<file path="src/rtl/r2p_pkg.sv">
// Shared constants, types and tables for the rect_to_polar CORDIC.
// Used by every module in rtl/. No dependencies.
package r2p_pkg;

  localparam int DATA_WIDTH      = 16;
  localparam int ITERATIONS      = 16;
  localparam int GUARD           = 8;
  localparam int ANGLE_TABLE_LEN = 24;
  localparam int CELLS = (ITERATIONS < ANGLE_TABLE_LEN) ? ITERATIONS : ANGLE_TABLE_LEN;
  localparam int ATW             = $clog2(ANGLE_TABLE_LEN);
  localparam int XW              = DATA_WIDTH + GUARD + 2;
  localparam int AW              = 32;
  localparam int GAIN_W          = 30;
  localparam int ANG_SH          = AW - DATA_WIDTH;

  typedef logic [AW-1:0] angle_t;
  typedef logic [DATA_WIDTH-1:0] word_t;

  localparam logic [GAIN_W-1:0] GAIN_Q30 = 30'd652032874;
  localparam angle_t ANGLE_PI      = 32'h8000_0000;
  localparam angle_t ANGLE_HALF_PI = 32'h4000_0000;
  localparam logic [AW:0] ANG_RND  = (33'd1 << ANG_SH) >> 1;

  typedef struct packed {
    logic                 valid;
    logic                 special;
    word_t                spec_mag;
    word_t                spec_ang;
    logic signed [XW-1:0] x;
    logic signed [XW-1:0] y;
    angle_t               acc;
  } stage_t;

  // atan(2^-i), 2^32 per full turn
  function automatic angle_t atan_val(input logic [ATW-1:0] i);
    angle_t v;
    case (i)
      5'd0:    v = 32'd536870912;
      5'd1:    v = 32'd316933406;
      5'd2:    v = 32'd167458907;
      5'd3:    v = 32'd85004756;
      5'd4:    v = 32'd42667331;
      5'd5:    v = 32'd21354465;
      5'd6:    v = 32'd10680862;
      5'd7:    v = 32'd5340245;
      5'd8:    v = 32'd2670163;
      5'd9:    v = 32'd1335087;
      5'd10:   v = 32'd667544;
      5'd11:   v = 32'd333772;
      5'd12:   v = 32'd166886;
      5'd13:   v = 32'd83443;
      5'd14:   v = 32'd41721;
      5'd15:   v = 32'd20860;
      5'd16:   v = 32'd10430;
      5'd17:   v = 32'd5215;
      5'd18:   v = 32'd2607;
      5'd19:   v = 32'd1303;
      5'd20:   v = 32'd651;
      5'd21:   v = 32'd325;
      5'd22:   v = 32'd162;
      5'd23:   v = 32'd81;
      default: v = '0;
    endcase
    return v;
  endfunction

  // round half up to DATA_WIDTH bits, wrapping
  function automatic word_t angle_round(input angle_t acc);
    logic [AW:0] s;
    s = ({1'b0, acc} + ANG_RND) >> ANG_SH;
    return s[DATA_WIDTH-1:0];
  endfunction

endpackage

</file>
<file path="src/rtl/r2p_cell.sv">
// One CORDIC vectoring micro-rotation, registered.
// Depends on r2p_pkg; step selects shift and angle table entry.
module r2p_cell (
  input  logic                   clk,
  input  logic                   rst,
  input  logic [r2p_pkg::ATW-1:0] step,
  input  r2p_pkg::stage_t        in,
  output r2p_pkg::stage_t        out
);
  import r2p_pkg::*;

  stage_t nxt;

  always_comb begin
    logic signed [XW-1:0] dx;
    logic signed [XW-1:0] dy;
    angle_t da;
    dx  = in.y >>> step;
    dy  = in.x >>> step;
    da  = atan_val(step);
    nxt = in;
    if (!in.y[XW-1]) begin
      nxt.x   = in.x + dx;
      nxt.y   = in.y - dy;
      nxt.acc = in.acc + da;
    end else begin
      nxt.x   = in.x - dx;
      nxt.y   = in.y + dy;
      nxt.acc = in.acc - da;
    end
  end

  always_ff @(posedge clk) begin
    if (rst) begin
      out.valid <= 1'b0;
    end else begin
      out.valid <= nxt.valid;
    end
  end

  always_ff @(posedge clk) begin
    out.special  <= nxt.special;
    out.spec_mag <= nxt.spec_mag;
    out.spec_ang <= nxt.spec_ang;
    out.x        <= nxt.x;
    out.y        <= nxt.y;
    out.acc      <= nxt.acc;
  end

endmodule

</file>
<file path="config.mk">
export PLATFORM = sky130hd
export DESIGN_NAME = r2p_cell
export DESIGN_NICKNAME = d
export VERILOG_FILES = /design/src/rtl/r2p_pkg.sv /design/src/rtl/r2p_cell.sv
export SDC_FILE = /design/constraint.sdc
export NUM_CORES = 1
export LEC_CHECK = 0
export ABC_CLOCK_PERIOD_IN_PS = 7290
export BUFFER_PORTS_ARGS = -buffer_cell sky130_fd_sc_hd__clkbuf_2
export CORE_MARGIN = 1.5
export CORE_UTILIZATION = 48
export CTS_CLUSTER_SIZE = 8
export DETAILED_ROUTE_END_ITERATION = 16
export HOLD_SLACK_MARGIN = 0.1
export MAX_ROUTING_LAYER = met4
export PLACE_DENSITY = 0.71
export SLEW_MARGIN = 40
export SYNTH_ARGS = -nofsm -noshare
export SYNTH_HDL_FRONTEND = slang
export SYNTH_SLANG_ARGS = --single-unit
</file>
<file path="constraint.sdc">
create_clock -name clk -period 7.29 [get_ports clk]
set_input_delay 0.729 -clock clk [delete_from_list [all_inputs] [get_ports clk]]
set_output_delay 0.729 -clock clk [all_outputs]
set_load 0.05 [all_outputs]
</file>
* Word level (Yosys, flattened, before mapping) *
Memories as Yosys holds them, arrays and structs flattened.
Index checks and enable logic that the tools add are counted.

word-level totals
  register bits after elaboration = 118
  output and inout bits = 118
  memories = 1
  word-level logic and storage cells = 17
  bits in read-only memories = 960

cells by class
  multiplexer cells = 1
  add/sub/neg operators = 6
  shift-type cells = 2

memories
  memory           words  bits a word  rd ports  clocked after memory_dff  write ports  line           source
  (no name shown)  32     30           1         0                         0            r2p_pkg.sv:37  case (i)

operators with widths
  operator                      count
  two-way mux 84 bit            1
  adder 26 bit                  2
  >>> shifter 26 x 5 -> 26 bit  2
  subtractor 26 bit             2
  adder 32 bit                  1
  subtractor 32 bit             1

* Logic depth before layout (Yosys ltp) *
  depth in word-level cells = 3
  depth in mapped cells = 27
  depth with buffers taken out = 22

* Worst setup path before layout *
Ideal clock, no wire load.

  kind = input -> register
  from = input step[0] in the netlist's numbering
  to = register out[28] in the netlist's numbering
  data required time = 7.218 ns
  stages on the path = 26
  buffers on the path = 5
  setup time = 0.072 ns
  data arrival time = 6.011 ns
  slack = 1.206 ns
  cell sequence = buf_6 > buf_12 > clkinv_1 > buf_2 > buf_1 > ha_1 > clkbuf_1 > o211ai_1 > o31ai_1 > a31oi_1 > a2bb2oi_1 > nand3b_1 > nor4_1 > and3_1 > a31oi_1 > xnor2_1 > ha_1 > a21o_1 > a21o_1 > a211oi_1 > o21bai_1 > a221oi_1 > o21ai_0 > a21o_1 > a21oi_1 > xnor2_1

RTL lines
  element             line           source
  start: declaration  r2p_cell.sv:6  input logic [r2p_pkg::ATW-1:0] step,
  end: declaration    r2p_cell.sv:8  output r2p_pkg::stage_t out

==> impl_metrics.yaml <==
timing:
  relSlewSlack: 0.425
  max_clock_freq_ghz: 0.164
  slew_violations: 0
  setup_ws_ns: 1.20
  final.setup.tns_ns: 0
  hold_viol_final: 0
  tightest_slew_ns: 0.840
  finalSetupViolCount: 0
  rsz0062_at_grt: "no"
  post-route-period-util: 0.835
  period_needed_ns: 6.09
placed_design:
  dp_hpwl_um: 29900
  pre_cts_slack_ns: 0.936
  port_buffers: 242
  dp.cells: 1944
  place.gp.congestion: 0.998
finish:
  layout-drive-gt1-share: 0.249
  most-common-layout-cells: "clkbuf_2 (239), nor2_1 (120), dfxtp_1 (118), nand2_1 (102), a21oi_1 (101)"
  largest_reg_flops: 118
  final_common_cell: "clkbuf_2"
  final_net_count: 1853
  top_register: "out"
  reg.largest.list: "out: 118 flops"
  diodes: 0
  postLayoutCoreUtil: 0.568
  areaGrowthSynthToFinish_pct: 16.1
  final_cells: 1976
drt:
  routedWlPerCell_um: 19.8
  first_iter_violations: 1346
  viasPerCell: 6.19
  vias: 12200
  postRouteAntennaNets: 0
  remaining_drc_errors: 0
  wirelength_um: 39200
  first_pass_iters: 5
synth:
  synth_fp_nets: 1647
  ys_seq_area_frac: 0.192
  ys_seq_elements: 118
  synth_ff_type: "dfxtp_1"
  ys_async_sr_fraction: 0
  netlist_instances: 1427
  synth_edf_count: 0
  yosysWarningCount: 0
  yosysUniqueCellTypes: 104
  syn-cell-area_sq_um: 12300
  synth.avg_cell_area_sq_um: 8.63
pwr:
  p_sw_mw: 1.85
  swShare: 0.490
  power_density_nw_per_um2: 264
  p_clk_frac: 0.224
  intPower_mw: 1.93
  irDropWorstVdd_mv: 0.242
  leakage_nw: 6.41
  pwr-share-comb: 0.542
  pwr-share-seq: 0.234
worst_setup_path:
  path_cells: "buf_4, buf_12, mux4_2, a222oi_1, o221a_2, o21ai_1, inv_1, ha_1, nand2b_1, nor2_1, a21oi_1, xor2_1, ha_1, a21oi_1, nor2b_1, a211o_1, o21ai_0, a21oi_1, o41ai_1, o2111ai_1, a21oi_1, xnor2_1"
  cp_slowest_cell: "mux4_2"
  cp.arrival_ns: 6.45
  cpMostUsedCell: "a21oi_1"
  crit_family: "compound AO/OA/AOI/OAI gates"
  crit_fanout: 53
  cp-endpoint: "out[56]"
  required_ns: 7.65
  critPathLaunch: "step[1]"
  worst-path-buf-inv: 3
  critPathKind: "input port to register"
  critical-path-max-stage-delay_ns: 0.59
  cp-end-kind: "register"
  crit_cells: 22
  critPathLaunchType: "input port"
global_routing:
  grt-ovfl-total: 0
  grt_max_degree: 54
  grt_antenna_before_repair: 0
  grt_pass1_vias: 11200
  grt_usage: 0.301
  grt_pass1_wl_um: 61000
floorplan:
  core_sq_um: 25200
  initial_core_util: 0.489
  die_h_um: 163
  num_io_pins: 243
  fp-row-count: 58
  die_w_um: 163
  die_area_sq_um: 26600
clocking:
  h-tree-depth: 4
  ctsResizeCount: 0
  cts_tree: "yes"
  cts.root.buffer_cell: "clkbuf_16"
  post_cts_buffers: 0
  clkTransAtPathRegs_ns: 0.07
  clock-sinks: 118
  cts_buffers: 17
  clk_path_buf_depth: 2
  cts_hold_buf: 0
hold_path:
  hold_path_class: "input port to register"
outcome:
  outcome: "completed"
run:
  drv_cap: 0
[layout make-up]
class | instances | area (sq um)
fillers | 2296 | 10900
well taps | 330 | 413
multi-input cells | 1190 | 9350
inverters | 39 | 146
flip-flops and latches | 118 | 2360
clock buffers | 17 | 425
clock inverters | 15 | 155
repair buffers | 267 | 1450
[power groups by stage]
| stage | Combinational, mW | Sequential, mW | Clock (mW) |
|---|---|---|---|
| detailed placement | 2.02 | 0.897 | 0 |
| floorplan | 0.901 | 1.58 | 0 |
| finish | 2.05 | 0.882 | 0.846 |
| CTS | 2.03 | 0.885 | 0.867 |
| global route | 2.19 | 0.901 | 0.893 |
| global placement | 2.01 | 0.895 | 0 |
[per-stage QoR]
step / total power, mW / area, sq um / hold WS (ns)
after CTS: 3.79 / 14300 / 0.377
after global routing: 3.98 / 14300 / 0.376
after floorplan: 2.48 / 12300 / 0.757
after global placement: 2.91 / 13700 / 0.832
after detailed placement: 2.92 / 13700 / 0.833
final: 3.78 / 14300 / 0.397
[how the worst min path moves through the flow]
| stage | startpoint | endpoint | depth (start not counted) |
|---|---|---|---|
| 2_1_floorplan | in[100] | out[100] | 0 |
| 3_3_place_gp | in[115] | out[115] | 1 |
| 3_5_place_dp | in[115] | out[115] | 1 |
| 4_1_cts | in[102] | out[102] | 1 |
| 5_1_grt | in[86] | out[86] | 1 |
| 6_report | in[102] | out[102] | 1 |
[cell usage after synthesis (18+ instances only)]
| master | instances | area share |
|---|---|---|
| mux4_2 | 49 | 0.090 |
| mux2i_1 | 42 | 0.034 |
| a31oi_1 | 23 | 0.012 |
| nor2b_1 | 24 | 0.012 |
| ha_1 | 92 | 0.093 |
| xor2_1 | 41 | 0.029 |
| a21oi_1 | 101 | 0.041 |
| inv_1 | 36 | 0.011 |
| nand2b_1 | 27 | 0.014 |
| buf_2 | 21 | 0.0085 |
| dfxtp_1 | 118 | 0.19 |
| o21ai_0 | 76 | 0.031 |
| nor3_1 | 30 | 0.012 |
| clkbuf_1 | 32 | 0.0098 |
| nor2_1 | 121 | 0.037 |
| a21o_1 | 47 | 0.029 |
| nand2_1 | 102 | 0.031 |
| nand3_1 | 26 | 0.011 |
| o211ai_1 | 18 | 0.011 |
| xnor2_1 | 89 | 0.063 |
[per-layer routing]
metal,wire [um],vias up,GRT usage
li1,-,5767,-
met1,16400,5663,0.390
met2,17700,705,0.468
met3,3770,105,0.0510
met4,1300,0,0.110
met5,0,-,-
[kinds of logic (layout without fill, tap and decap cells)]
group / count (synthesis) / count (layout) / share of synthesized area
compound gates: 440 / 440 / 0.247
xor+xnor: 131 / 131 / 0.0943
fa+ha+maj: 95 / 95 / 0.0984
buf+inv: 119 / 338 / 0.0512
flops: 118 / 118 / 0.192
mux: 111 / 111 / 0.142
simple gates: 413 / 413 / 0.175
No activity file was read; power rests on OpenSTA's default activity.
