<file path="src/rtl/r2p_pkg.sv">
// Shared constants, types and tables for the rect_to_polar CORDIC.
// Used by every module in rtl/. No dependencies.
package r2p_pkg;

  localparam int DATA_WIDTH      = 16;
  localparam int ITERATIONS      = 16;
  localparam int GUARD           = 8;
  localparam int ANGLE_TABLE_LEN = 24;
  localparam int CELLS = (ITERATIONS < ANGLE_TABLE_LEN) ? ITERATIONS : ANGLE_TABLE_LEN;
  localparam int ATW             = $clog2(ANGLE_TABLE_LEN);
  localparam int XW              = DATA_WIDTH + GUARD + 2;
  localparam int AW              = 32;
  localparam int GAIN_W          = 30;
  localparam int ANG_SH          = AW - DATA_WIDTH;

  typedef logic [AW-1:0] angle_t;
  typedef logic [DATA_WIDTH-1:0] word_t;

  localparam logic [GAIN_W-1:0] GAIN_Q30 = 30'd652032874;
  localparam angle_t ANGLE_PI      = 32'h8000_0000;
  localparam angle_t ANGLE_HALF_PI = 32'h4000_0000;
  localparam logic [AW:0] ANG_RND  = (33'd1 << ANG_SH) >> 1;

  typedef struct packed {
    logic                 valid;
    logic                 special;
    word_t                spec_mag;
    word_t                spec_ang;
    logic signed [XW-1:0] x;
    logic signed [XW-1:0] y;
    angle_t               acc;
  } stage_t;

  // atan(2^-i), 2^32 per full turn
  function automatic angle_t atan_val(input logic [ATW-1:0] i);
    angle_t v;
    case (i)
      5'd0:    v = 32'd536870912;
      5'd1:    v = 32'd316933406;
      5'd2:    v = 32'd167458907;
      5'd3:    v = 32'd85004756;
      5'd4:    v = 32'd42667331;
      5'd5:    v = 32'd21354465;
      5'd6:    v = 32'd10680862;
      5'd7:    v = 32'd5340245;
      5'd8:    v = 32'd2670163;
      5'd9:    v = 32'd1335087;
      5'd10:   v = 32'd667544;
      5'd11:   v = 32'd333772;
      5'd12:   v = 32'd166886;
      5'd13:   v = 32'd83443;
      5'd14:   v = 32'd41721;
      5'd15:   v = 32'd20860;
      5'd16:   v = 32'd10430;
      5'd17:   v = 32'd5215;
      5'd18:   v = 32'd2607;
      5'd19:   v = 32'd1303;
      5'd20:   v = 32'd651;
      5'd21:   v = 32'd325;
      5'd22:   v = 32'd162;
      5'd23:   v = 32'd81;
      default: v = '0;
    endcase
    return v;
  endfunction

  // round half up to DATA_WIDTH bits, wrapping
  function automatic word_t angle_round(input angle_t acc);
    logic [AW:0] s;
    s = ({1'b0, acc} + ANG_RND) >> ANG_SH;
    return s[DATA_WIDTH-1:0];
  endfunction

endpackage

</file>
<file path="src/rtl/r2p_gain.sv">
// Output stages: CORDIC gain correction (two partial products), rounding,
// saturation and axis-case select. Depends on r2p_pkg.
module r2p_gain (
  input  logic                           clk,
  input  logic                           rst,
  input  r2p_pkg::stage_t                in,
  output logic                           done,
  output logic [r2p_pkg::DATA_WIDTH-1:0] magnitude,
  output logic [r2p_pkg::DATA_WIDTH-1:0] phase_angle
);
  import r2p_pkg::*;

  localparam int HI_W   = XW - 16;
  localparam int PLO_W  = 16 + GAIN_W + 1;
  localparam int PHI_W  = HI_W + GAIN_W;
  localparam int T_W    = PLO_W - 16;
  localparam int MW     = PHI_W + 1;
  localparam int MAG_SH = GAIN_W + GUARD - 16;
  localparam logic [PLO_W-1:0] LO_RND = PLO_W'(1) << (GAIN_W + GUARD - 1);

  typedef struct packed {
    logic             valid;
    logic             special;
    word_t            spec_mag;
    word_t            spec_ang;
    word_t            ang;
    logic [PLO_W-1:0] p_lo;
    logic [PHI_W-1:0] p_hi;
  } prod_t;

  prod_t s1;
  logic  done_next;
  word_t mag_next;
  word_t ang_next;

  always_ff @(posedge clk) begin
    if (rst) begin
      s1.valid <= 1'b0;
    end else begin
      s1.valid <= in.valid;
    end
  end

  always_ff @(posedge clk) begin
    logic [XW-1:0] xm;
    xm = in.x;
    s1.special  <= in.special;
    s1.spec_mag <= in.spec_mag;
    s1.spec_ang <= in.spec_ang;
    s1.ang      <= angle_round(in.acc);
    s1.p_lo     <= PLO_W'(xm[15:0]) * PLO_W'(GAIN_Q30);
    s1.p_hi     <= PHI_W'(xm[XW-1:16]) * PHI_W'(GAIN_Q30);
  end

  always_comb begin
    logic [PLO_W-1:0] lo_r;
    logic [T_W-1:0]   t;
    logic [MW-1:0]    sum;
    logic [MW-1:0]    q;
    lo_r = s1.p_lo + LO_RND;
    t    = lo_r[PLO_W-1:16];
    sum  = MW'(s1.p_hi) + MW'(t);
    q    = sum >> MAG_SH;
    done_next = s1.valid;
    if (s1.special) begin
      mag_next = s1.spec_mag;
      ang_next = s1.spec_ang;
    end else begin
      mag_next = (|q[MW-1:DATA_WIDTH]) ? '1 : q[DATA_WIDTH-1:0];
      ang_next = s1.ang;
    end
  end

  always_ff @(posedge clk) begin
    if (rst) begin
      done <= 1'b0;
    end else begin
      done <= done_next;
    end
  end

  always_ff @(posedge clk) begin
    magnitude   <= mag_next;
    phase_angle <= ang_next;
  end

endmodule

</file>
<file path="config.mk">
export PLATFORM = sky130hd
export DESIGN_NAME = r2p_gain
export DESIGN_NICKNAME = d
export VERILOG_FILES = /design/src/rtl/r2p_pkg.sv /design/src/rtl/r2p_gain.sv
export SDC_FILE = /design/constraint.sdc
export NUM_CORES = 1
export LEC_CHECK = 0
export ABC_CLOCK_PERIOD_IN_PS = 5600
export BUFFER_PORTS_ARGS = -buffer_cell sky130_fd_sc_hd__clkbuf_2
export CAP_MARGIN = 30
export CORE_MARGIN = 3
export CORE_UTILIZATION = 25
export DETAILED_ROUTE_END_ITERATION = 10
export MAX_ROUTING_LAYER = met4
export PLACE_DENSITY = 0.4
export RECOVER_POWER = 100
export SLEW_MARGIN = 40
export SYNTH_ARGS = -nofsm -noshare
export SYNTH_HDL_FRONTEND = slang
export SYNTH_SLANG_ARGS = --single-unit
</file>
<file path="constraint.sdc">
create_clock -name clk -period 5.6 [get_ports clk]
set_input_delay 0.28 -clock clk [delete_from_list [all_inputs] [get_ports clk]]
set_output_delay 0.28 -clock clk [all_outputs]
set_load 0.02 [all_outputs]
</file>
== After elaboration in Yosys (flattened, before gate mapping) ==
Index checks and enable logic that the tools add are counted.

* Bits in registers: 167
* Output and inout bits: 33
* Logic and storage cells: 19

* Add/subtract/negate cells: 3
* Multiply operators: 2
* Mux-type cells: 3
* Reduce and logical (&&, ||, !) cells: 1

{| class="wikitable"
|+ Operators with widths
! cell !! number
|-
| 2-to-1 mux 16 bit || 3
|-
| adder 46 x 38 -> 47 bit (second input constant) || 1
|-
| multiplier 16 x 29 -> 45 bit (second input constant) || 1
|-
| adder 40 x 31 -> 41 bit || 1
|-
| multiplier 10 x 29 -> 39 bit (second input constant) || 1
|-
| adder 32 x 16 -> 32 bit (second input constant) || 1
|-
| OR reduction 3 bit || 1
|}

== Depth between registers and ports, before layout ==
* Depth after elaboration: 5
* Gate-level depth with buffers: 23
* Mapped depth without buffers: 23

== Least setup slack after synthesis ==
OpenSTA, ideal clock, no wires.

* Kind: input port to flip-flop
* Start point: input port in[62] (netlist name)
* End point: register s1[85] (netlist name)
* Setup time: 64 ps
* Data arrival time: 5606 ps
* Required time: 5536 ps
* Slack: -70 ps
* Cell stages on the path: 20
* Cell sequence: fa_1 > inv_1 > fa_1 > inv_1 > fa_1 > fa_1 > fa_1 > inv_1 > fa_1 > inv_1 > ha_1 > and3_4 > a221o_1 > a21oi_1 > o21ai_0 > a31o_2 > o2111ai_2 > a31oi_2 > or4_1 > nand4_1

* Longest elaborated chain between the ends: 1

{| class="wikitable"
|+ Ends and longest elaborated chain
! item !! RTL line !! RTL
|-
| from (decl) || r2p_gain.sv:6 || <nowiki>input r2p_pkg::stage_t in,</nowiki>
|-
| multiplier 16 x 29 -> 45 bit || r2p_gain.sv:51 || <nowiki>s1.p_lo <= PLO_W'(xm[15:0]) * PLO_W'(GAIN_Q30);</nowiki>
|-
| to (decl) || r2p_gain.sv:31 || <nowiki>prod_t s1;</nowiki>
|}

No other way between the ends.
A chain may end at the register's enable or synchronous reset.

== Worst setup path in the final report ==
Same ends and word-level chain as after synthesis.

==> flow_metrics.tcl <==
set metrics [dict create \
    status "complete, but fails checks" \
    violations "capacitance limit, slew limit" \
    netlist_instances 1749 \
    numPlacedInstances 3068 \
    drt-initial-drc-count 406 \
    crit_fanout 5 \
    gp_congestion 0.878 \
    clkSinkCount 151 \
    slew_viol_final 49 \
    drtPass1Iterations 4 \
    clkLatencyLatePin_ps 440 \
    tightest_slew_ps 1730 \
    synth_warnings 0 \
    cts_made_buffers 17 \
    cts_tree "done" \
    avgSynthCellArea_um2 10.1 \
    fin_util_pct 32.7 \
    ys_top_cells_by_area "fa_1 (30%), ha_1 (21%), dfxtp_1 (17%)" \
    cp.arrival_ps 5890 \
    n_antenna_cell 0 \
    design_area_um2 22600 \
    wirelength_um 49200 \
    die-height_um 271 \
    ios 153 \
    synth_cell_types 72 \
    placed_cell_area_um2 21500 \
    period_share_pct 98.6 \
    die-area_um2 73700 \
    reg2reg_from "s1[77]" \
    grt_setup_unrepaired "yes" \
    yosysMostFrequentCell "inv_1" \
    ys_async_sr_fraction_pct 0 \
    drc 0 \
    stdcell_count 3135 \
    clk_path_buf_depth 2 \
    grt_pass1_vias 14400 \
    coreArea_um2 69200 \
    root_buffer "clkbuf_16" \
    crit_type "primary input to flop" \
    drive_gt1_share_pct 21.9 \
    final_hold_viol_count 0 \
    slew_headroom_pct -15.3 \
    initial_utilization_pct 25.5 \
    start_kind "primary input" \
    fp.dieW_um 271 \
    grt_first_pass_wirelength_um 79600 \
    final_nets 2868 \
    vias_per_cell 4.14 \
    htreeDepth 4 \
    setup_viol 0 \
    rows 96 \
    antenna_found_initial 0 \
    ys_seq_area_share_pct 17.2 \
    cp.required_ps 5970 \
    cap_violations 2 \
    syn_to_final_growth_pct 28.5 \
    synth_seq_cells 151 \
    finClkSkew_ps 22.7 \
    synth-edff-count 0 \
    worstSetupEndpointType "flop" \
    detail-route-antenna-nets 0 \
    grt_max_degree 35 \
    hold_slack_ps 21.5 \
    dp_hpwl_um 44300 \
    synth_top_area_share_pct 29.9 \
    vias 13000 \
    synth_ff_type "dfxtp_1" \
    yosys.area.top_type "fa_1" \
    fin_crit_ps 5520 \
    hold_class "primary input to flop" \
    worstSetupStartpoint "in[62]" \
    synthTopCellsByCount "inv_1 (419), ha_1 (294), fa_1 (263), dfxtp_1 (151), a21oi_1 (79)" \
    io_buffers 111 \
    min_from "rst" \
    syn_nets 2426 \
    fmaxAchievable_ghz 0.181 \
    grt_overflow 0 \
    syn_area_um2 17600 \
    clk_pin_slew_ps 70 \
    grt_usage_pct 14.2 \
    wl_per_cell_um 15.7 \
]
-- critical path, cell delays in order --
cell,delay [ps]
buf_12,110
ha_1,330
fa_1,540
inv_1,70
fa_1,500
inv_1,50
fa_1,520
fa_1,550
inv_1,60
fa_1,540
inv_1,50
ha_1,320
and3_4,190
a221o_1,320
a21oi_2,170
o21ai_1,90
a31o_2,240
o2111ai_4,260
a31oi_4,140
or4_1,440
nand4_1,100
-- sequential cells by signal, summed over array words and instances, names as in the netlist --
register / cells
done: 1
magnitude: 16
s1: 117
phase_angle: 16
done_next: 1
-- worst paths after layout --
| kind | slack, ps | end | depth (start not counted) |
|---|---|---|---|
| worst max-delay path | 80 | s1[85] | 21 |
| worst min-delay path | 20 | done_next | 2 |
| worst max register to register | 1000 | magnitude[1] | 11 |
| worst min register to register | 450 | done | 1 |
-- kinds of logic (layout without fill, tap and decap cells) --
family          Yosys count  in the layout  synth area share (%)
fa+ha+maj               557            557                  50.8
buf+inv                 427            882                  9.14
mux                      20             20                  1.25
xor+xnor                 98             98                  4.87
simple gates            260            260                  7.65
flops                   151            151                  17.2
compound gates          236            236                  9.17
-- per-stage QoR --
stage / setup TNS (ps) / setup slack [ps]
after floorplan: 0 / 11.0
after global placement: -11480 / -716
after detailed placement: -11590 / -708
after CTS: 0 / 15.0
after global routing: -330 / -87.8
final: 0 / 80.3
-- layout by cell type, fill, tap and decap left out, types with 14 or more instances in the layout --
cell type	count
clkbuf_1	46
a21oi_1	75
o21bai_1	14
a21o_1	34
nand3_1	29
ha_1	276
nor3_1	17
dfxtp_1	151
inv_1	410
clkbuf_16	17
and3_1	15
fa_1	258
dlygate4sd3_1	33
clkbuf_2	65
mux2_2	16
nor2_1	53
xnor2_1	63
nand2_1	57
nor2b_1	25
buf_4	271
o21ai_0	28
ha_4	16
xor2_1	32
a21oi_2	14
-- area by class of cell --
class	count	area (µm²)
multi-input combinational	1171	13300
tap	931	1160
clock inverter	15	156
fill	7293	46500
clock buffer	17	425
inverter	419	1570
sequential	151	3020
timing repair buffer	431	3010
-- metal layers --
layer	share of wire [%]	GRT usage, %	up-vias
met2	46	22.4	159
met3	2.9	1.77	13
met1	51	20.1	6287
li1	-	-	6509
met4	0.36	1.60	0
met5	0	-	-
-- repair_timing --
action                                 in CTS  in global routing
endpoints found under the hold margin      33                  0
resized for setup                          13                 73
pin swaps                                   6                 26
setup endpoints to repair                  17                 18
setup buffers                               1                  2
hold buffers                               33                  0
Power is left out: the tool's default activity adds up to more than one toggle a clock period on the data nets, which glitch-free logic cannot reach.
