$ cat config.mk
export PLATFORM = sky130hd
export DESIGN_NAME = r2p_prep
export DESIGN_NICKNAME = d
export VERILOG_FILES = /design/src/rtl/r2p_pkg.sv /design/src/rtl/r2p_prep.sv
export SDC_FILE = /design/constraint.sdc
export NUM_CORES = 1
export LEC_CHECK = 0
export BUFFER_PORTS_ARGS = -buffer_cell sky130_fd_sc_hd__buf_2
export CAP_MARGIN = 20
export CORE_ASPECT_RATIO = 1.25
export CORE_UTILIZATION = 44
export CTS_BUF_LIST = sky130_fd_sc_hd__clkbuf_16
export CTS_CLUSTER_DIAMETER = 80
export DETAILED_ROUTE_END_ITERATION = 7
export HOLD_SLACK_MARGIN = 0.03
export PLACE_DENSITY_LB_ADDON = 0.2
export SLEW_MARGIN = 20
export SYNTH_ARGS = -nofsm -noshare
export SYNTH_HDL_FRONTEND = slang
export SYNTH_SLANG_ARGS = --single-unit
$ cat constraint.sdc
create_clock -name clk -period 2.09 [get_ports clk]
set_clock_uncertainty 0.2 [all_clocks]
set_input_delay 0.1045 -clock clk [delete_from_list [all_inputs] [get_ports clk]]
set_output_delay 0.1045 -clock clk [all_outputs]
set_load 0.05 [all_outputs]
$ cat src/rtl/r2p_pkg.sv
// Shared constants, types and tables for the rect_to_polar CORDIC.
// Used by every module in rtl/. No dependencies.
package r2p_pkg;

  localparam int DATA_WIDTH      = 16;
  localparam int ITERATIONS      = 16;
  localparam int GUARD           = 8;
  localparam int ANGLE_TABLE_LEN = 24;
  localparam int CELLS = (ITERATIONS < ANGLE_TABLE_LEN) ? ITERATIONS : ANGLE_TABLE_LEN;
  localparam int ATW             = $clog2(ANGLE_TABLE_LEN);
  localparam int XW              = DATA_WIDTH + GUARD + 2;
  localparam int AW              = 32;
  localparam int GAIN_W          = 30;
  localparam int ANG_SH          = AW - DATA_WIDTH;

  typedef logic [AW-1:0] angle_t;
  typedef logic [DATA_WIDTH-1:0] word_t;

  localparam logic [GAIN_W-1:0] GAIN_Q30 = 30'd652032874;
  localparam angle_t ANGLE_PI      = 32'h8000_0000;
  localparam angle_t ANGLE_HALF_PI = 32'h4000_0000;
  localparam logic [AW:0] ANG_RND  = (33'd1 << ANG_SH) >> 1;

  typedef struct packed {
    logic                 valid;
    logic                 special;
    word_t                spec_mag;
    word_t                spec_ang;
    logic signed [XW-1:0] x;
    logic signed [XW-1:0] y;
    angle_t               acc;
  } stage_t;

  // atan(2^-i), 2^32 per full turn
  function automatic angle_t atan_val(input logic [ATW-1:0] i);
    angle_t v;
    case (i)
      5'd0:    v = 32'd536870912;
      5'd1:    v = 32'd316933406;
      5'd2:    v = 32'd167458907;
      5'd3:    v = 32'd85004756;
      5'd4:    v = 32'd42667331;
      5'd5:    v = 32'd21354465;
      5'd6:    v = 32'd10680862;
      5'd7:    v = 32'd5340245;
      5'd8:    v = 32'd2670163;
      5'd9:    v = 32'd1335087;
      5'd10:   v = 32'd667544;
      5'd11:   v = 32'd333772;
      5'd12:   v = 32'd166886;
      5'd13:   v = 32'd83443;
      5'd14:   v = 32'd41721;
      5'd15:   v = 32'd20860;
      5'd16:   v = 32'd10430;
      5'd17:   v = 32'd5215;
      5'd18:   v = 32'd2607;
      5'd19:   v = 32'd1303;
      5'd20:   v = 32'd651;
      5'd21:   v = 32'd325;
      5'd22:   v = 32'd162;
      5'd23:   v = 32'd81;
      default: v = '0;
    endcase
    return v;
  endfunction

  // round half up to DATA_WIDTH bits, wrapping
  function automatic word_t angle_round(input angle_t acc);
    logic [AW:0] s;
    s = ({1'b0, acc} + ANG_RND) >> ANG_SH;
    return s[DATA_WIDTH-1:0];
  endfunction

endpackage

$ cat src/rtl/r2p_prep.sv
// Input stage: axis/zero detection and left-half-plane fold.
// Depends on r2p_pkg.
module r2p_prep (
  input  logic                     clk,
  input  logic                     rst,
  input  logic                     start,
  input  logic [r2p_pkg::DATA_WIDTH-1:0] real_part,
  input  logic [r2p_pkg::DATA_WIDTH-1:0] imag_part,
  output r2p_pkg::stage_t          out
);
  import r2p_pkg::*;

  stage_t nxt;

  always_comb begin
    logic signed [DATA_WIDTH-1:0] re;
    logic signed [DATA_WIDTH-1:0] im;
    logic signed [XW-1:0] xs;
    logic signed [XW-1:0] ys;
    logic re_zero;
    logic im_zero;
    re = real_part;
    im = imag_part;
    re_zero = (re == '0);
    im_zero = (im == '0);
    xs = XW'(re) <<< GUARD;
    ys = XW'(im) <<< GUARD;
    nxt.valid   = start;
    nxt.special = re_zero || im_zero;
    if (im_zero) begin
      nxt.spec_mag = re[DATA_WIDTH-1] ? word_t'(-re) : word_t'(re);
      nxt.spec_ang = re[DATA_WIDTH-1] ? angle_round(ANGLE_PI) : '0;
    end else begin
      nxt.spec_mag = im[DATA_WIDTH-1] ? word_t'(-im) : word_t'(im);
      nxt.spec_ang = im[DATA_WIDTH-1] ? angle_round(angle_t'(0) - ANGLE_HALF_PI)
                                      : angle_round(ANGLE_HALF_PI);
    end
    if (re[DATA_WIDTH-1]) begin
      nxt.x   = -xs;
      nxt.y   = -ys;
      nxt.acc = ANGLE_PI;
    end else begin
      nxt.x   = xs;
      nxt.y   = ys;
      nxt.acc = '0;
    end
  end

  always_ff @(posedge clk) begin
    if (rst) begin
      out.valid <= 1'b0;
    end else begin
      out.valid <= nxt.valid;
    end
  end

  always_ff @(posedge clk) begin
    out.special  <= nxt.special;
    out.spec_mag <= nxt.spec_mag;
    out.spec_ang <= nxt.spec_ang;
    out.x        <= nxt.x;
    out.y        <= nxt.y;
    out.acc      <= nxt.acc;
  end

endmodule

==> Word level (Yosys, flattened, before mapping) <==
Index checks and enable logic that the tools add are counted.
{ "classes": {"n_addsub": 4, "n_mux": 6, "n_reduce_logical": 3} }
{ "ops": {"columns": ["operator", "n"], "rows": [
  ["$mux W81", 1],
  ["$mux W16", 4],
  ["$neg A24 Y26", 2],
  ["$logic_not A16 Y1", 2],
  ["$mux W32", 1],
  ["$neg A16 Y16", 2],
  ["$logic_or A1 B1 Y1", 1]
]} }
{ "word_totals": {"elab_cells": 22, "input_bits": 35, "ff_bits": 118, "out_inout_bits": 118} }

==> Logic depth before layout (Yosys ltp) <==
Gate-level depths: netlist of run 1.
{ "depth": {"depth_word": 3, "depth_mapped": 8} }

==> Worst setup path before layout of run 1 <==
Ideal clock, no wire load.
{ "synth_timing": {"path_type": "input-to-reg", "startpoint": "input imag_part[1] (netlist name)", "endpoint": "register out[100] (netlist name)", "arrival_ns": 1.460, "path_slack_ns": 0.314, "stages": 8, "t_required_ns": 1.774, "cell_sequence": "inv_1 > ha_1 > nor3b_2 > nand2_1 > or4_1 > buf_2 > nand2_1 > o21ai_1"} }
{ "synth_lines": {"columns": ["item", "line", "rtl"], "rows": [
  ["from (decl)", "r2p_prep.sv:8", "input logic [r2p_pkg::DATA_WIDTH-1:0] imag_part,"],
  ["to (decl)", "r2p_prep.sv:9", "output r2p_pkg::stage_t out"]
]} }

==> impl_metrics.json, run 1 <==
{
  "status": "completed",
  "final_nets": 477,
  "multi_input_area_um2": 1311,
  "io_buffers": 91,
  "place_congestion": 0.9016,
  "numCtsBuffers": 9,
  "ys_types": 42,
  "cts.sinks": 57,
  "crit_arrival_ns": 1.98,
  "die_x_um": 72.70,
  "grt_pass1_vias": 2121,
  "synthAdderAreaFrac_pct": 1.821,
  "areaGrowthSynthToFinish_pct": 38.19,
  "ir_drop_mv": 0.5330,
  "path_class": "input port to register",
  "via_count": 2340,
  "worstHoldStart": "real_part[7]",
  "wl_met3_um": 417,
  "grt_pass1_wl_um": 9901,
  "synth-xor-area-share_pct": 12.11,
  "synthesis.area_um2": 2749,
  "dieArea_um2": 6569,
  "fin_hold_ws_ns": 0.04160,
  "antenna_found_initial": 0,
  "totalNegativeSetupSlack_ns": 0,
  "hpwl_um": 4456,
  "cp_slowest_cell": "dlygate4sd3_1",
  "synth_top_area_share_pct": 41.51,
  "core_area_um2": 5896,
  "synth-simple-area-share_pct": 13.56,
  "wl_per_cell_um": 12.18,
  "regMostFlops": "out",
  "dr.first_iter.drc_count": 156,
  "grt_start_max_net_pins": 30,
  "wl_met1_um": 2597,
  "ant_nets": 0,
  "htree_num_levels": 3,
  "yosys.cell_count.top_type": "buf_4",
  "fin_crit_sh_pct": 92.25,
  "yosys-top-cells-count": "buf_4 (61), dfxtp_1 (57), nand2_1 (27)",
  "grt_overflow": 0,
  "top_regs": "out x57",
  "synthArstFlopShare_pct": 0,
  "clock_path_buffers": 2,
  "initial_utilization_pct": 46.63,
  "ys.flop_type": "dfxtp_1",
  "cap_violations": 0,
  "tritoncts": "built",
  "vias_per_cell": 4.457,
  "ys_seq_area_share_pct": 41.51,
  "min_path_type": "input port to register",
  "hold_viol": 0,
  "min_period_ns": 1.928,
  "setup.worst_path.end_class": "register",
  "synth.area.mux_share_pct": 0.7738,
  "required_ns": 2.14,
  "critPathLaunch": "imag_part[10]",
  "synth_edf_count": 0,
  "clock.fmax_ghz": 0.5187,
  "seq_area_um2": 1141,
  "drc": 0,
  "rsz0062_at_grt": "false",
  "leakage_nw": 1.829,
  "synth_top_family_by_area": "buffers and inverters",
  "cellPowerDensity_nw_per_um2": 909.5,
  "largest_reg_flops": 57,
  "clkTransAtPathRegs_ns": 0.05,
  "setup_violations": 0,
  "grt_use_total_pct": 19.94,
  "ys_ff_latch": 57,
  "first_pass_iters": 4,
  "syn-mean-instance-area_um2": 9.318,
  "crit_path_max_incr_delay_ns": 0.53,
  "synthTopCellsByArea": "dfxtp_1 (42%), buf_4 (17%), xor2_1 (6.7%), xnor2_1 (5.4%), nand2_1 (3.7%)",
  "cts_root_buf": "clkbuf_16",
  "worstPathCellList": "dlygate4sd3_1, buf_2, nor4_1, nand4_1, nor3_1, ha_1, o21ai_0",
  "die_h_um": 90.37,
  "crit_path_start_kind": "input port",
  "crit_fanout": 6,
  "core.rowCount": 31,
  "top_layer_used": "met4",
  "dr_wl_met2_um": 3151,
  "yosys.area.top_type": "dfxtp_1",
  "yosysWarnings": 0,
  "postSynthCellCount": 295,
  "fillCellCount": 528,
  "synth-compound-area-share_pct": 10.15,
  "wirelength_um": 6395,
  "drv_slew": 0,
  "drive_gt1_share_pct": 28.22,
  "antenna_cells": 0,
  "ios": 153
}
-- routing by layer --
metal	up-vias	track usage, %
li1	1137	-
met3	19	4.018
met4	0	13.40
met2	122	32.94
met1	1062	22.67
met5	-	0
-- worst max-delay path: cells and delay by family --
| kind | cells | cell delay (ns) |
|---|---|---|
| simple gates | 3 | 0.78 |
| buf+inv | 2 | 0.69 |
| fa+ha+maj | 1 | 0.28 |
| compound gates | 1 | 0.12 |
-- where the power goes --
| group | switching [W] | internal, W |
|---|---|---|
| registers | 0.0000234 | 0.00119 |
| logic | 0.000790 | 0.000226 |
| clock network | 0.000453 | 0.000773 |
| total | 0.00127 | 0.00219 |
-- placed cells by master, fill, tap and decap left out, types with 7 or more instances in the layout --
cell type	n
a21oi_1	7
nor2_1	8
inv_1	13
conb_1	63
dlygate4sd3_1	42
buf_4	9
xnor2_1	17
dfxtp_1	57
xor2_1	21
buf_2	91
nand2_1	27
o21ai_0	12
nand2b_1	7
clkbuf_16	9
-- cell type report --
type                       instances  area share [%]
multi-input combinational        216           34.52
sequential                        57           30.04
timing repair buffer             142           24.84
clock buffer                       9           5.929
tap                               82           2.701
inverter                          12           1.186
clock inverter                     7          0.7905
-- cells by family after synthesis --
| logic type | count (synthesis) |
|---|---|
| DFF | 57 |
| adders and majority gates | 4 |
| AOI/OAI and AO/OA | 43 |
| buffers and inverters | 84 |
| muxes | 2 |
| other | 1 |
| and+or+nand+nor | 66 |
| xor gates and xnor gates | 38 |
-- final timing paths --
path                  end  slack (ns)  depth (start not counted)
setup / recovery  out[55]        0.16                          7
hold / removal    out[75]        0.04                          4
-- what timing repair did --
item	4_1_cts	5_1_grt
hold buffers	42	0
resized for setup	0	3
hold endpoints to repair	50	0
endpoints found under the setup margin	0	9
buffers inserted	0	1
-- stage by stage --
step / setup WS, ns / instance area [µm²] / util [%] / instances / power [W]
2_1_floorplan: 0.3142 / 2982 / - / 357 / 0.002070
3_3_place_gp: 0.1040 / 3097 / 52.53 / 466 / 0.002168
3_5_place_dp: 0.09130 / 3097 / 52.53 / 466 / 0.002174
4_1_cts: 0.02299 / 3772 / 63.99 / 524 / 0.003469
5_1_grt: 0.009288 / 3799 / 64.43 / 525 / 0.003589
6_report: 0.1620 / 3799 / 64.43 / 525 / 0.003455
Power figures use the tool's default switching activity.
==> run 2: changes to the inputs <==
--- a/config.mk
+++ b/config.mk
@@ -9,7 +9,6 @@
 export CAP_MARGIN = 20
 export CORE_ASPECT_RATIO = 1.25
 export CORE_UTILIZATION = 44
-export CTS_BUF_LIST = sky130_fd_sc_hd__clkbuf_16
 export CTS_CLUSTER_DIAMETER = 80
 export DETAILED_ROUTE_END_ITERATION = 7
 export HOLD_SLACK_MARGIN = 0.03
==> run 2 against run 1 <==
Via count is 1.5% lower. Global-route usage fell by 0.35 points. Count of clock-buffer cells in the layout increased by 4. Setup slack lost 0.050 ns. Highest routed layer unchanged. First-iteration DRC count is 40% lower. Critical endpoint is now out[114]. Critical path depth unchanged. Combinational power about the same. Design area fell by 1.5%. Sequential cell count stayed put. Worst hold slack worse by 0.018 ns. Maximum frequency decreased by 2.5%. Wire length is 1.5% lower.
==> impl_metrics.json, run 2 (same netlist as run 1, synthesis figures left out) <==
{
  "min_delay_path_depth": 5,
  "drive_gt1_share_pct": 28.09,
  "layout_common_cells": "buf_2 (90), conb_1 (63), dfxtp_1 (57)",
  "areaGrowthSynthToFinish_pct": 36.05,
  "cellPowerDensity_nw_per_um2": 834.2,
  "tritoncts": "built",
  "core.rowCount": 31,
  "min_period_ns": 1.978,
  "clock.fmax_ghz": 0.5056,
  "htree_num_levels": 3,
  "crit_fanout": 6,
  "clock_path_buffers": 2,
  "cts_root_buf": "clkbuf_8",
  "cts.sinks": 57,
  "first_pass_iters": 4,
  "dr.first_iter.drc_count": 94,
  "crit_arrival_ns": 2.03,
  "seq_power_share_pct": 38.8,
  "via_count": 2305,
  "swShare_pct": 38.92,
  "path_class": "input port to register",
  "worstHoldStart": "imag_part[0]",
  "setup.worst_path.end_class": "register",
  "design_area_um2": 3740,
  "top_regs": "out x57",
  "crit_path_start_kind": "input port",
  "die_x_um": 72.70,
  "status": "completed",
  "grt_start_max_net_pins": 30,
  "utilization_pct": 63.43,
  "ant_nets": 0,
  "pwr-share-clk_pct": 28.6,
  "drv_slew": 0,
  "wirelength_um": 6299,
  "placed_area_um2": 3097,
  "drc": 0,
  "cap_violations": 0,
  "largest_reg_flops": 57,
  "leakage_nw": 1.808,
  "ios": 153,
  "fin_crit_sh_pct": 94.64,
  "setup_violations": 0,
  "die_h_um": 90.37,
  "p_switching_w": 0.001214,
  "final_nets": 479,
  "ir_drop_mv": 0.3729,
  "min_path_type": "input port to register",
  "grt_pass1_wl_um": 9591,
  "p_comb_share_pct": 32.6,
  "grt_overflow": 0,
  "totalNegativeSetupSlack_ns": 0,
  "dieArea_um2": 6569,
  "initial_utilization_pct": 46.63,
  "rsz0062_at_grt": "false",
  "hpwl_um": 4456,
  "regMostFlops": "out",
  "total_power_w": 0.003120,
  "hold_viol": 0,
  "numCtsBuffers": 9,
  "antenna_found_initial": 0,
  "grt_pass1_vias": 2061,
  "mostFrequentLayoutCell": "buf_2",
  "wl_per_cell_um": 11.95,
  "holdPathEnd": "out[101]",
  "clkTransAtPathRegs_ns": 0.06,
  "grt_use_total_pct": 19.60,
  "antenna_cells": 0,
  "io_buffers": 91,
  "required_ns": 2.14,
  "place_congestion": 0.9016,
  "core_area_um2": 5896,
  "p_int_w": 0.001906,
  "vias_per_cell": 4.374
}
[run 2: cell types whose count changed in the layout (fill, tap and decap cells not counted), moves of 2 or more]
cell,delta
clkinv_1,-2
clkbuf_8,+11
clkbuf_1,+2
clkbuf_16,-9
inv_1,-2
dlygate4sd3_1,+2
[run 2: cell type report]
cell class,count,area [µm²]
Clock buffer,13,158.9
Clock inverter,3,15.01
Fill cell,538,2156
Inverter,12,45.04
Multi-Input combinational cell,216,1306
Sequential cell,57,1141
Tap cell,82,102.6
Timing Repair Buffer,144,970.9
[run 2: timing repair]
action | in CTS | in global routing
setup endpoints to repair | 0 | 9
endpoints found under the hold margin | 54 | 1
setup buffers | 0 | 1
gates resized for setup | 0 | 3
hold buffers | 44 | 1
[run 2: critical path, cell delays in order]
cell and delay [ns]:
dlygate4sd3_1 0.52, buf_2 0.16, nor4_1 0.33, nand2_1 0.17, nor3_1 0.42, a21oi_1 0.13
o211ai_1 0.19
[run 2: power groups by stage]
stage	logic (W)	registers [W]	clock network [W]
2_1_floorplan	0.000477	0.00159	0
3_3_place_gp	0.000933	0.00123	0
3_5_place_dp	0.000938	0.00124	0
4_1_cts	0.00101	0.00121	0.000912
5_1_grt	0.00106	0.00122	0.000969
6_report	0.00102	0.00121	0.000891
[run 2: per-layer routing]
layer	up-vias	global-route usage, %	wire length, µm
li1	1139	-	-
met1	1032	22.03	2566
met2	114	31.93	3024
met3	20	3.906	431
met4	0	14.71	277
met5	-	0	0
[run 2: worst max-delay path by stage]
stage | slack, ns | from | end | cells after the start
final | 0.11 | imag_part[10] | out[114] | 7
after global routing | 0.01 | imag_part[10] | out[114] | 7
after CTS | 0.02 | real_part[6] | out[113] | 7
after detailed placement | 0.09 | imag_part[1] | out[105] | 9
after global placement | 0.10 | imag_part[1] | out[105] | 9
after floorplan | 0.31 | imag_part[1] | out[100] | 8
[run 2: metrics by stage]
step / instances / worst slack [ns] / hold slack (ns)
5_1_grt: 527 / 0.01488 / 0.07413
6_report: 527 / 0.1120 / 0.02403
3_5_place_dp: 466 / 0.09130 / 0.06272
2_1_floorplan: 357 / 0.3142 / -0.06778
3_3_place_gp: 466 / 0.1040 / 0.05842
4_1_cts: 526 / 0.02042 / -0.1139
==> run 3: changes to the inputs <==
--- a/config.mk
+++ b/config.mk
@@ -13,6 +13,7 @@
 export DETAILED_ROUTE_END_ITERATION = 7
 export HOLD_SLACK_MARGIN = 0.03
 export PLACE_DENSITY_LB_ADDON = 0.2
+export RECOVER_POWER = 100
 export SLEW_MARGIN = 20
 export SYNTH_ARGS = -nofsm -noshare
 export SYNTH_HDL_FRONTEND = slang
==> run 3 against run 2 <==
Die area did not move. Count of clock-buffer cells in the layout is the same. Sequential power barely moved. Setup slack worse by 0.0030 ns. Global-route usage unchanged. Highest routed layer unchanged. Final cell count is the same. Wire length is 1.4% higher. Via count down 0.30%.
==> impl_metrics.json, run 3 (same netlist as run 1, synthesis figures left out) <==
{
  "antenna_found_initial": 0,
  "vias_per_cell": 4.361,
  "wirelength_um": 6387,
  "final_nets": 479,
  "fin_crit_sh_pct": 94.78,
  "grt_overflow": 0,
  "cp_slowest_cell": "dlygate4sd3_1",
  "top_layer_used": "met4",
  "drc": 0,
  "crit_path_max_incr_delay_ns": 0.52,
  "rsz0062_at_grt": "false",
  "worstSetupEndpoint": "out[114]",
  "required_ns": 2.14,
  "fillCellCount": 581,
  "setup.worst_path.end_class": "register",
  "dieArea_um2": 6569,
  "dr.first_iter.drc_count": 87,
  "cap_violations": 0,
  "largest_reg_flops": 57,
  "path_class": "input port to register",
  "fin_cells": 527,
  "clkTransAtPathRegs_ns": 0.06,
  "core_area_um2": 5896,
  "wl_per_cell_um": 12.12,
  "die_h_um": 90.37,
  "clock_path_buffers": 2,
  "grt_start_max_net_pins": 30,
  "grt_use_total_pct": 19.60,
  "drive_gt1_share_pct": 12.81,
  "hpwl_um": 4456,
  "critPathLaunch": "imag_part[10]",
  "regMostFlops": "out",
  "wl_met3_um": 465,
  "min_path_type": "input port to register",
  "io_buffers": 91,
  "setup_violations": 0,
  "crit_path_start_kind": "input port",
  "min_period_ns": 1.981,
  "max-slew-margin-rel_pct": 58.61,
  "antenna_cells": 0,
  "totalNegativeSetupSlack_ns": 0,
  "grt_pass1_wl_um": 9591,
  "areaGrowthSynthToFinish_pct": 32.13,
  "core.rowCount": 31,
  "crit_fanout": 6,
  "cts_root_buf": "clkbuf_8",
  "mostFrequentLayoutCell": "clkbuf_1",
  "ir_drop_mv": 0.3678,
  "worst_pin_slew_ns": 0.6235,
  "clock.fmax_ghz": 0.5048,
  "worstHoldStart": "imag_part[0]",
  "dr_wl_met2_um": 3066,
  "dp_cells": 466,
  "ios": 153,
  "hold_viol": 0,
  "numCtsBuffers": 9,
  "tritoncts": "built",
  "drv_slew": 0,
  "crit_arrival_ns": 2.03,
  "leakage_nw": 1.611,
  "first_pass_iters": 4,
  "cellPowerDensity_nw_per_um2": 851.1,
  "initial_utilization_pct": 46.63,
  "htree_num_levels": 3,
  "worstPathCellList": "dlygate4sd3_1, buf_2, nor4_1, nand2_1, nor3_1, a21oi_1, o211ai_1",
  "place_congestion": 0.9016,
  "die_x_um": 72.70,
  "grt_pass1_vias": 2061,
  "top_regs": "out x57",
  "cts.sinks": 57,
  "status": "completed",
  "via_count": 2298,
  "layout_common_cells": "clkbuf_1 (68), conb_1 (63), dfxtp_1 (57)",
  "wl_met1_um": 2620,
  "ant_nets": 0
}
## run 3: cell count changes in the layout (fill, tap and decap cells not counted), sizes merged
cell    delta
clkbuf    +66
buf       -66
## run 3: power by group
| group | leakage, nW | switching [W] | internal [W] |
|---|---|---|---|
| clock network | 0.0932 | 0.000403 | 0.000489 |
| registers | 0.480 | 0.0000267 | 0.00119 |
| logic | 1.04 | 0.000789 | 0.000196 |
| total | 1.61 | 0.00122 | 0.00187 |
## run 3: timing repair
action / CTS / global route
setup buffers: 0 / 1
setup endpoints to repair: 0 / 9
hold endpoints to repair: 54 / 1
gates resized for setup: 0 / 3
hold buffers: 44 / 1
## run 3: metal layers
metal	track usage, %	vias to the layer above
met5	0	-
met4	14.71	0
met3	3.906	18
met2	31.93	109
met1	22.03	1029
li1	-	1142
## run 3: worst min path at each step
stage | end | slack [ns] | cells after the start
floorplan | out[31] | -0.07 | 0
global placement | out[66] | 0.06 | 1
detailed placement | out[66] | 0.06 | 1
CTS | out[101] | -0.11 | 3
global route | out[44] | 0.06 | 4
finish | out[101] | 0.02 | 5
## run 3: worst max-delay path: cells and delay by family
| family | cells | cell delay, ns |
|---|---|---|
| AO/OA/AOI/OAI | 2 | 0.32 |
| buffers and inverters | 2 | 0.68 |
| AND/OR/NAND/NOR | 3 | 0.92 |
## run 3: through the flow
stage / total power [W] / utilization, % / hold WS [ns] / area, µm² / setup slack (ns)
detailed placement: 0.002174 / 52.53 / 0.06272 / 3097 / 0.09130
finish: 0.003092 / 61.61 / 0.01967 / 3632 / 0.1091
CTS: 0.003134 / 62.95 / -0.1139 / 3711 / 0.02042
global placement: 0.002168 / 52.53 / 0.05842 / 3097 / 0.1040
global route: 0.003221 / 61.61 / 0.06356 / 3632 / 0.01488
floorplan: 0.002070 / - / -0.06778 / 2982 / 0.3142
## run 3: area by class of cell
cell class | instances | area (µm²) | area share, %
clock inverters | 3 | 15.01 | 0.4134
repair buffers | 144 | 875.8 | 24.11
well taps | 82 | 102.6 | 2.825
clock buffers | 13 | 158.9 | 4.375
multi-input cells | 216 | 1294 | 35.62
inverters | 12 | 45.04 | 1.240
flip-flops and latches | 57 | 1141 | 31.42
